$ cat src/hw/rtl/crtc_pkg.sv
// ----------------------------------------------------------------------------
// crtc_pkg
// Types, port codes, register indexes and the BCD helper for the RTC file.
// ----------------------------------------------------------------------------
`default_nettype none

package crtc_pkg;

	// bus operation codes
	localparam logic [1:0] OP_RD_DATA  = 2'd0;
	localparam logic [1:0] OP_WR_INDEX = 2'd1;
	localparam logic [1:0] OP_WR_DATA  = 2'd2;
	localparam logic [1:0] OP_RD_INDEX = 2'd3;

	// register indexes
	localparam logic [6:0] IDX_SECONDS  = 7'h00;
	localparam logic [6:0] IDX_MINUTES  = 7'h02;
	localparam logic [6:0] IDX_HOURS    = 7'h04;
	localparam logic [6:0] IDX_WEEKDAY  = 7'h06;
	localparam logic [6:0] IDX_DAY      = 7'h07;
	localparam logic [6:0] IDX_MONTH    = 7'h08;
	localparam logic [6:0] IDX_YEAR     = 7'h09;
	localparam logic [6:0] IDX_REG_A    = 7'h0A;
	localparam logic [6:0] IDX_REG_B    = 7'h0B;
	localparam logic [6:0] IDX_REG_C    = 7'h0C;
	localparam logic [6:0] IDX_REG_D    = 7'h0D;
	localparam logic [6:0] IDX_RAM_BASE = 7'h0E;

	localparam logic [7:0] BYTE_UNDEF  = 8'hFF;
	localparam logic [7:0] REG_D_VALUE = 8'h80;
	localparam logic [7:0] REG_A_MASK  = 8'h7F;

	typedef struct packed {
		logic [1:0] opcode;
		logic [7:0] write_value;
		logic [5:0] now_seconds;
		logic [5:0] now_minutes;
		logic [4:0] now_hours;
		logic [2:0] now_weekday;
		logic [4:0] now_day;
		logic [3:0] now_month;
		logic [6:0] now_year;
	} crtc_cmd_t;

	typedef struct packed {
		logic [7:0] read_byte;
		logic       nmi_enabled;
	} crtc_result_t;

	// binary to packed BCD; tens = v/10 via reciprocal 205/2048 (exact for v < 128)
	function automatic logic [7:0] bin_to_bcd(input logic [6:0] v);
		logic [14:0] prod;
		logic [3:0]  tens;
		logic [6:0]  ones;
		prod = 15'(v) * 15'd205;
		tens = prod[14:11];
		ones = v - 7'(7'(tens) * 7'd10);
		return {tens, ones[3:0]};
	endfunction

endpackage

`default_nettype wire

$ cat src/hw/rtl/cmos_rtc_register_file_top.sv
// ----------------------------------------------------------------------------
// cmos_rtc_register_file_top
// Index/data port RTC with BCD time readout and CMOS RAM.
// ----------------------------------------------------------------------------
// Usage:
//   Command channel: a beat is taken at a clock edge with start high and busy
//   low. busy is held low, so one access may be issued every cycle.
//   cmd.opcode selects data read, index write, data write or index read.
//   Result channel: every command yields one result beat, shown on result for
//   one cycle with done high. The receiver cannot stall; a result is lost if
//   not captured in that cycle.
//   A command passes through the input register, the RAM read register and
//   the result register before its result is on the ports. Throughput is
//   one command per cycle; the single-port RAM is read and written in the
//   same stage, so back-to-back accesses see each other in order.
//   read_byte is the data read, 0xFF for writes, index reads and undecoded
//   indexes. nmi_enabled is the NMI enable after this access.
//   Reset (arst_n low) clears the index, the NMI enable and the pipeline;
//   RAM entries read as zero until written (per-entry valid bits, no sweep).
//   Indexes at or above RAM_DEPTH ignore writes and read 0xFF.
// ----------------------------------------------------------------------------
`default_nettype none

module cmos_rtc_register_file_top #(
	parameter int RAM_DEPTH = 128
) (
	input  wire logic                  clk,
	input  wire logic                  arst_n,
	input  wire logic                  start,
	output      logic                  busy,
	input  wire crtc_pkg::crtc_cmd_t   cmd,
	output      logic                  done,
	output      crtc_pkg::crtc_result_t result
);

	import crtc_pkg::*;

	localparam int         RAM_AW    = $clog2(RAM_DEPTH);
	localparam logic [8:0] DEPTH_LIM = 9'(RAM_DEPTH);

	// stage 1: registered command
	logic       valid_s1;
	crtc_cmd_t  cmd_s1;

	// architectural state
	logic [6:0] index_q;
	logic       nmi_q;

	// stage 2: decoded read
	logic       valid_s2;
	logic       sel_ram_s2;
	logic       mask_s2;
	logic [7:0] byte_s2;
	logic       nmi_s2;

	// result register
	logic         done_q;
	crtc_result_t result_q;

	// stage 1 decode
	logic [7:0]        idx_ext;
	logic              in_range;
	logic [RAM_AW-1:0] ram_addr;
	logic              ram_we;
	logic [7:0]        ram_rdata;
	logic              sel_ram;
	logic              mask_a;
	logic [7:0]        byte_val;
	logic              nmi_next;
	logic              is_rd;

	assign busy = 1'b0;

	assign idx_ext  = {1'b0, index_q};
	assign in_range = {1'b0, idx_ext} < DEPTH_LIM;
	assign ram_addr = idx_ext[RAM_AW-1:0];
	assign ram_we   = valid_s1 && (cmd_s1.opcode == OP_WR_DATA) && in_range;
	assign is_rd    = cmd_s1.opcode == OP_RD_DATA;

	always_comb begin
		nmi_next = nmi_q;
		if (valid_s1 && (cmd_s1.opcode == OP_WR_INDEX)) begin
			nmi_next = ~cmd_s1.write_value[7];
		end
	end

	// read mux select: time fields in BCD, fixed bytes, or RAM
	always_comb begin
		sel_ram  = 1'b0;
		mask_a   = 1'b0;
		byte_val = BYTE_UNDEF;
		if (index_q >= IDX_RAM_BASE) begin
			sel_ram = in_range;
		end else begin
			case (index_q)
				IDX_SECONDS: byte_val = bin_to_bcd(7'(cmd_s1.now_seconds));
				IDX_MINUTES: byte_val = bin_to_bcd(7'(cmd_s1.now_minutes));
				IDX_HOURS:   byte_val = bin_to_bcd(7'(cmd_s1.now_hours));
				IDX_WEEKDAY: byte_val = bin_to_bcd(7'(cmd_s1.now_weekday) + 7'd1);
				IDX_DAY:     byte_val = bin_to_bcd(7'(cmd_s1.now_day));
				IDX_MONTH:   byte_val = bin_to_bcd(7'(cmd_s1.now_month));
				IDX_YEAR:    byte_val = bin_to_bcd(cmd_s1.now_year);
				IDX_REG_A: begin
					sel_ram = in_range;
					mask_a  = 1'b1;
				end
				IDX_REG_B:   sel_ram = in_range;
				IDX_REG_C:   sel_ram = in_range;
				IDX_REG_D:   byte_val = REG_D_VALUE;
				default:     byte_val = BYTE_UNDEF;
			endcase
		end
		// non-read operations always return 0xFF
		if (!is_rd) begin
			sel_ram  = 1'b0;
			byte_val = BYTE_UNDEF;
		end
	end

	crtc_ram #(
		.DEPTH (RAM_DEPTH)
	) u_ram (
		.clk    (clk),
		.arst_n (arst_n),
		.we     (ram_we),
		.addr   (ram_addr),
		.wdata  (cmd_s1.write_value),
		.rdata  (ram_rdata)
	);

	// payload registers
	always_ff @(posedge clk) begin
		if (start && !busy) begin
			cmd_s1 <= cmd;
		end
		sel_ram_s2 <= sel_ram;
		mask_s2    <= mask_a;
		byte_s2    <= byte_val;
		nmi_s2     <= nmi_next;
		if (valid_s2) begin
			if (sel_ram_s2) begin
				result_q.read_byte <= mask_s2 ? (ram_rdata & REG_A_MASK) : ram_rdata;
			end else begin
				result_q.read_byte <= byte_s2;
			end
			result_q.nmi_enabled <= nmi_s2;
		end
	end

	// control and architectural state
	always_ff @(posedge clk or negedge arst_n) begin
		if (!arst_n) begin
			valid_s1 <= 1'b0;
			valid_s2 <= 1'b0;
			done_q   <= 1'b0;
			index_q  <= '0;
			nmi_q    <= 1'b0;
		end else begin
			valid_s1 <= start && !busy;
			valid_s2 <= valid_s1;
			done_q   <= valid_s2;
			nmi_q    <= nmi_next;
			if (valid_s1 && (cmd_s1.opcode == OP_WR_INDEX)) begin
				index_q <= cmd_s1.write_value[6:0];
			end
		end
	end

	assign done   = done_q;
	assign result = result_q;

endmodule

`default_nettype wire

$ cat src/hw/rtl/crtc_ram.sv
// ----------------------------------------------------------------------------
// crtc_ram
// CMOS byte store with per-entry valid bits; unwritten entries read as zero.
// ----------------------------------------------------------------------------
`default_nettype none

module crtc_ram #(
	parameter int DEPTH = 128
) (
	input  wire logic                     clk,
	input  wire logic                     arst_n,
	input  wire logic                     we,
	input  wire logic [$clog2(DEPTH)-1:0] addr,
	input  wire logic [7:0]               wdata,
	output      logic [7:0]               rdata
);

	logic [7:0]       mem [DEPTH];
	logic [DEPTH-1:0] vld_q;
	logic [7:0]       data_q;
	logic             hit_q;

	// storage, no reset
	always_ff @(posedge clk) begin
		if (we) begin
			mem[addr] <= wdata;
		end
		data_q <= mem[addr];
	end

	// valid bits stand in for the reset clear
	always_ff @(posedge clk or negedge arst_n) begin
		if (!arst_n) begin
			vld_q <= '0;
			hit_q <= 1'b0;
		end else begin
			if (we) begin
				vld_q[addr] <= 1'b1;
			end
			hit_q <= vld_q[addr];
		end
	end

	assign rdata = hit_q ? data_q : 8'h00;

endmodule

`default_nettype wire

$ cat config.mk
export PLATFORM = sky130hd
export DESIGN_NAME = cmos_rtc_register_file_top
export DESIGN_NICKNAME = d
export VERILOG_FILES = /design/src/hw/rtl/crtc_pkg.sv /design/src/hw/rtl/cmos_rtc_register_file_top.sv /design/src/hw/rtl/crtc_ram.sv
export SDC_FILE = /design/constraint.sdc
export NUM_CORES = 1
export LEC_CHECK = 0
export ABC_AREA = 1
export BUFFER_PORTS_ARGS = -buffer_cell sky130_fd_sc_hd__buf_2
export CORE_MARGIN = 3
export CORE_UTILIZATION = 30
export CTS_CLUSTER_DIAMETER = 40
export DETAILED_ROUTE_END_ITERATION = 8
export SLEW_MARGIN = 25
export SYNTH_ARGS = -nofsm -noshare
export SYNTH_HDL_FRONTEND = slang
export SYNTH_SLANG_ARGS = --single-unit
$ cat constraint.sdc
create_clock -name clk -period 10.17 [get_ports clk]
set_input_delay 2.034 -clock clk [delete_from_list [all_inputs] [get_ports clk]]
set_output_delay 2.034 -clock clk [all_outputs]
set_load 0.1 [all_outputs]
==> summary.md, run 1 <==
| Metric | Value |
|---|---|
| Outcome | complete, no violations |
| Global-route wire length before repair | 202000 um |
| Num Clock Sinks | 1238 |
| RSZ-0062 raised after global routing | false |
| Die Height | 421 um |
| # IOs | 60 |
| Pin count of the biggest net entering global routing | 157 |
| Max VDD drop | 190 uV |
| Logic gate share of total power | 17.8% |
| Initial antenna violation count | 5 |
| Starting Density | 30.3% |
| Sequential fraction of the synthesis area | 70.4% |
| Core ar. | 0.170 mm2 |
| Area grow syn2layout | 14.6% |
| Period minus WS final | 4.31 ns |
| Post-DRT Antenna Nets | 0 |
| DRT Pass-1 Iters | 6 |
| Die span in x | 421 um |
| Worst-margin pin slew | 1.03 ns |
| Psw | 3970 uW |
| Switching share of power | 29.1% |
| Routed vias/inst | 5.09 |
| Syn Nets | 4072 |
| Final HPWL DP | 77600 um |
| Drt first-iter violations | 3229 |
| Worst min-delay path category | register to register |
| Worst-path clk slew | 0.06 ns |
| CTS HTree Levels | 4 |
| CTS resizes | 0 |
| DR vias | 31700 |
| Routed len/inst | 21.6 um |
| Drt total wl | 135000 um |
| Critical path class | register to register |
| Mapped Area | 0.0516 mm2 |
| Tcrit/Tclk final | 42.4% |
| Cts hold-fix bufs | 0 |
| Skew-Pair Late Insertion Delay | 0.76 ns |
| DRC viols | 0 |
| Crit path capture type | register |
| Hold_ws | 0.396 ns |
| Post-synth EDFFs | 1079 |
| Critical Path RT | 10.81 ns |
| Flop pwr share | 42.6% |
| Setup TNS | 0 ns |
| Share of layout cells above drive strength 1 | 10.0% |
| Site Rows | 151 |
| Internal power | 9670 uW |
| Worst Path Arrival | 4.95 ns |
| Yosys reg bits | 1238 |
| Multi-input gate area | 0.0131 mm2 |
| Postcts setup bufs | 0 |
| CTS buffer count | 151 |
| Fill cells | 16400 |
| GRT Util Overall | 15.1% |
| Mapped Avg Cell Area | 13.5 um2 |
| Register area | 0.0363 mm2 |
| Startpoint Class | register |
| Clock power share | 39.6% |
| Final core occ | 34.8% |
| Asr flop ratio synth | 11.3% |
| Post-Synthesis Cells | 3828 |
| Grt total ovfl | 0 |
| Synth warn | 0 |
| MaxCap Viol Count | 0 |
| Fmax | 232 MHz |
| Max-slew violation count | 0 |
| Slew Limit Headroom | 31.1% |
| CTS tree | done |
| Vias in the first global route | 32000 |
| Clock Tree Root | clkbuf_16 |
| Hold Vio Cnt, Final | 0 |
| Clk_skew | 0.0295 ns |
| Die Area | 0.177 mm2 |
| Critical-path maximum fanout | 4 |
| Max clock buf depth | 3 |
| Gpl congestion | 0.817 |
| Distinct cells, synth | 58 |
| P_leak | 0.0210 uW |
| Setup Viol. Count Final | 0 |
| Nets | 4124 |
| Pwr/cell area | 231 mW/mm2 |
| Port Buffers | 58 |
| Ys flop type | edfxtp_1 |
==> area by class of cell <==
type                            instances  area share, %
Sequential cell                      1238           61.4
Clock buffer                          193           7.02
Tap cell                             2218           4.70
Antenna cell                            1        0.00423
Timing Repair Buffer                  109           1.23
Multi-Input combinational cell       2089           22.2
Clock inverter                         87           1.61
Inverter                              291           1.88
==> cell usage in the layout (no fill, tap or decap), types with 7 or more instances in the layout <==
| cell type | count |
|---|---|
| o21ai_0 | 175 |
| fa_1 | 29 |
| edfxtp_1 | 1079 |
| or2_2 | 10 |
| a31oi_1 | 14 |
| nor4_1 | 8 |
| inv_6 | 8 |
| nand4_1 | 23 |
| ha_1 | 166 |
| a21oi_1 | 176 |
| xnor2_1 | 7 |
| nand3_1 | 94 |
| buf_4 | 46 |
| o22ai_1 | 68 |
| clkbuf_16 | 160 |
| clkinv_1 | 11 |
| a22oi_1 | 476 |
| a21boi_0 | 20 |
| clkbuf_1 | 31 |
| a21o_1 | 11 |
| bufinv_16 | 14 |
| inv_2 | 7 |
| nand2_2 | 7 |
| clkinv_2 | 22 |
| dfxtp_1 | 19 |
| dfrtp_1 | 140 |
| o31ai_1 | 9 |
| buf_2 | 57 |
| a22oi_2 | 12 |
| xor2_1 | 8 |
| nand2_1 | 462 |
| nor3_1 | 32 |
| clkinv_4 | 9 |
| nor2_1 | 220 |
| clkinvlp_4 | 13 |
| or2_1 | 8 |
| inv_1 | 281 |
==> per-layer routing <==
| layer | GRT usage, % | share of wire [%] | routed length (um) |
|---|---|---|---|
| met5 | 0 | 0.017 | 23 |
| met4 | 5.96 | 3.5 | 4720 |
| met1 | 20.2 | 42 | 56800 |
| met3 | 3.35 | 7.8 | 10500 |
| met2 | 23.7 | 46 | 62600 |
==> critical path: stages (launching register included) <==
cell and delay, ns:
edfxtp_1 0.46, ha_1 0.37, fa_1 0.47, ha_1 0.28
inv_1 0.05, fa_1 0.49, inv_1 0.04, ha_1 0.32
nand2_1 0.07, inv_1 0.05, nand2_1 0.06, inv_1 0.05
nand2_1 0.07, nand2_1 0.08, nand2_1 0.07, nand2_1 0.07
inv_1 0.05, ha_1 0.19, fa_1 0.38, inv_1 0.07
nand3_1 0.10, nand3_1 0.10, nand2_1 0.06, nand2_1 0.05
nand2_1 0.05, nor2_1 0.09, nand2_1 0.05
==> registers in the layout (all words and copies together), names as in the netlist <==
register and count:
u_ram.vld_q 128, u_ram.data_q 8, done 1, u_ram.mem 1024, valid_s2 1, mask_s2 1, byte_s2 8, sel_ram_s2 1
index_q 7, valid_s1 1, nmi_q 1, u_ram.hit_q 1, nmi_s2 1, result 9, cmd_s1 46
==> per-stage QoR <==
step / total power [uW] / area [um2] / worst slack, ns / std cells
detailed placement: 8320 / 54000 / 5.87 / 5944
global route: 14200 / 59100 / 5.50 / 6226
CTS: 13700 / 59100 / 5.87 / 6224
floorplan: 7510 / 51600 / 6.18 / 3828
global placement: 8300 / 54000 / 5.81 / 5944
finish: 13600 / 59100 / 5.86 / 6226
==> cell usage after synthesis (9+ instances only) <==
cell type | instances | share of area [%]
nor3_1 | 33 | 0.32
o31ai_1 | 9 | 0.13
nand2_1 | 468 | 3.4
nor2_1 | 222 | 1.6
a21o_1 | 11 | 0.16
inv_1 | 283 | 2.1
edfxtp_1 | 1079 | 63
a22oi_1 | 476 | 6.9
ha_1 | 166 | 4.0
a22oi_2 | 12 | 0.29
o22ai_1 | 68 | 0.83
or2_2 | 10 | 0.12
fa_1 | 29 | 1.1
dfrtp_1 | 140 | 6.8
a21boi_0 | 20 | 0.29
nand4_1 | 23 | 0.28
clkbuf_1 | 73 | 0.53
buf_2 | 100 | 0.97
dfxtp_1 | 19 | 0.74
a21oi_1 | 176 | 1.7
a31oi_1 | 14 | 0.17
buf_6 | 24 | 0.52
o21ai_0 | 175 | 1.7
nand3_1 | 97 | 0.94
==> power by group through the flow <==
stage | Clock (uW) | Sequential, uW | Combinational, uW
3_3_place_gp | 0 | 5910 | 2380
6_report | 5410 | 5810 | 2430
4_1_cts | 5480 | 5810 | 2420
2_1_floorplan | 0 | 5920 | 1590
5_1_grt | 5710 | 5820 | 2690
3_5_place_dp | 0 | 5910 | 2410
==> cells by family after synthesis <==
kind of cell / after synthesis / synth area share, %
XOR/XNOR: 17 / 0.345
buffers and inverters: 501 / 4.30
other: 1 / 0.00727
AND/OR/NAND/NOR: 889 / 7.21
AO/OA/AOI/OAI: 986 / 12.6
flip-flops: 1238 / 70.4
adder cells (fa/ha/maj): 195 / 5.15
multiplexers: 1 / 0.0218
==> final timing paths <==
kind	start	cells after the start	endpoint	slack, ns
min	valid_s1	0	valid_s2	0.40
max reg2reg	cmd_s1[4]	26	byte_s2[3]	5.86
max	cmd_s1[4]	26	byte_s2[3]	5.86
min reg2reg	valid_s1	0	valid_s2	0.40
max in group asynchronous	arst_n	2	u_ram.vld_q[36]	7.69
min in group asynchronous	arst_n	1	done	1.25
(Power assumes the default switching activity.)
==> run 2, diff against run 1 <==
Clock period 10.17 ns to 4.1 ns, I/O delays scaled along.
==> summary.md, run 2 (synthesis gave the netlist of run 1 again) <==
| Metric | Value |
|---|---|
| Max-slew violation count | 0 |
| Tcrit/Tclk final | 99.3% |
| Commonest cells after routing, fill and taps aside | edfxtp_1, a22oi_1, nand2_1, inv_1, nor2_1 |
| RSZ-0062 raised after global routing | true |
| MaxCap Viol Count | 0 |
| DP Worst Slack | -0.200 ns |
| Gpl congestion | 0.822 |
| Final HPWL DP | 80300 um |
| Nets | 4315 |
| Worst-path clk slew | 0.06 ns |
| Share of layout cells above drive strength 1 | 15.3% |
| P_leak | 0.0222 uW |
| Die Height | 421 um |
| Global-route wire length before repair | 204000 um |
| Clock Tree Root | clkbuf_16 |
| Fill cells | 16200 |
| Commonest non-fill, non-tap cell in the layout | edfxtp_1 |
| Worst Path Arrival | 4.73 ns |
| Worst-margin pin slew | 0.980 ns |
| DRC viols | 0 |
| Drt total wl | 135000 um |
| Setup Viol. Count Final | 0 |
| Grt total ovfl | 0 |
| Routed len/inst | 21.0 um |
| Drt first-iter violations | 3154 |
| Final core occ | 36.1% |
| Outcome | complete, no violations |
| Startpoint Class | register |
| Hold Vio Cnt, Final | 0 |
| Critical path class | register to register |
| Num Clock Sinks | 1238 |
| Placed Cells | 6112 |
| Fmax | 246 MHz |
| Die span in x | 421 um |
| Period minus WS final | 4.07 ns |
| # IOs | 60 |
| Die Area | 0.177 mm2 |
| Reg with most FFs | u_ram.mem |
| Skew-Pair Late Insertion Delay | 0.77 ns |
| Pin count of the biggest net entering global routing | 130 |
| Max reg flops | 1024 |
| Post-DRT Antenna Nets | 0 |
| Critical R2R Launch | cmd_s1[4] |
| Max VDD drop | 474 uV |
| CTS buffer count | 159 |
| Slew Limit Headroom | 34.1% |
| Hold_ws | 0.0157 ns |
| Biggest registers after layout | u_ram.mem: 1024 flops, u_ram.vld_q: 128 flops, cmd_s1: 46 flops |
| Crit path capture type | register |
| Port Buffers | 58 |
| CTS HTree Levels | 4 |
| Critical-path maximum fanout | 4 |
| Routed vias/inst | 5.05 |
| Worst setup path start | cmd_s1[4] |
| Critical Path RT | 4.76 ns |
| Core ar. | 0.170 mm2 |
| CTS tree | done |
| Pwr/cell area | 576 mW/mm2 |
| Worst min-delay path category | primary input to asynchronous set/reset pin |
| Cts hold-fix bufs | 0 |
| DR vias | 32400 |
| Site Rows | 151 |
| Clk_skew | 0.0311 ns |
| Final std cells w/o fill | 6421 |
| Initial antenna violation count | 3 |
| Worst setup margin | 0.0272 ns |
| Area grow syn2layout | 19.0% |
| Max clock buf depth | 3 |
| Starting Density | 30.3% |
| Vias in the first global route | 33000 |
| DRT Pass-1 Iters | 5 |
| GRT Util Overall | 15.1% |
## run 2: timing repair
action                     4_1_cts  5_1_grt
setup endpoints to repair        1        2
hold endpoints to repair         0        0
pin swaps                       24       15
buffers inserted                13        3
resized for setup               22       20
## run 2: worst paths after layout
path	cells after the start	slack [ns]	endpoint
worst max register to register	23	0.03	byte_s2[3]
min in group clk	1	0.23	cmd_s1[20]
worst min register to register	0	0.40	valid_s2
max in group asynchronous	2	3.14	u_ram.vld_q[119]
worst min-delay path	1	0.02	done
worst max-delay path	23	0.03	byte_s2[3]
## run 2: report_power, final
| group | switching (uW) | internal, uW |
|---|---|---|
| Clock | 5540 | 8680 |
| Sequential | 200 | 14100 |
| Combinational | 4530 | 2250 |
## run 2: through the flow
stage / total power [uW] / cell area, um2 / TNS [ns]
2_1_floorplan: 18600 / 51600 / 0
3_3_place_gp: 20900 / 55500 / -0.193
3_5_place_dp: 21000 / 55500 / -0.200
4_1_cts: 35400 / 61300 / 0
5_1_grt: 36800 / 61400 / -0.254
6_report: 35300 / 61400 / 0
## run 2: layout make-up
cell class / instances / area (um2) / share of cell area (%)
Clock inverter: 114 / 1380 / 2.25
Multi-Input combinational cell: 2089 / 13300 / 21.7
Tap cell: 2218 / 2780 / 4.52
Timing Repair Buffer: 292 / 2380 / 3.87
Antenna cell: 1 / 2.50 / 0.00408
Sequential cell: 1238 / 36300 / 59.1
Clock buffer: 178 / 4110 / 6.70
Inverter: 291 / 1110 / 1.81
## run 2: per-layer routing
layer	global-route usage (%)	vias up	part of all wire (%)
met4	5.21	0	2.8
met3	2.38	200	6.3
met1	20.4	16400	43
li1	-	14800	-
met5	0	-	0
met2	24.8	1124	48
## run 2: critical path: stages (launching register included)
cell,delay [ns]
edfxtp_1,0.50
ha_4,0.32
fa_1,0.40
ha_1,0.28
inv_1,0.04
fa_1,0.49
inv_2,0.05
ha_4,0.21
buf_4,0.14
a21oi_2,0.11
o21ai_1,0.08
nand2_1,0.08
nand3_2,0.08
xnor2_1,0.16
inv_1,0.09
fa_2,0.38
inv_1,0.08
nand3_2,0.09
nand3_2,0.06
nand2_1,0.05
nand2_1,0.05
nand2_1,0.06
nor2_1,0.10
nand2_1,0.06
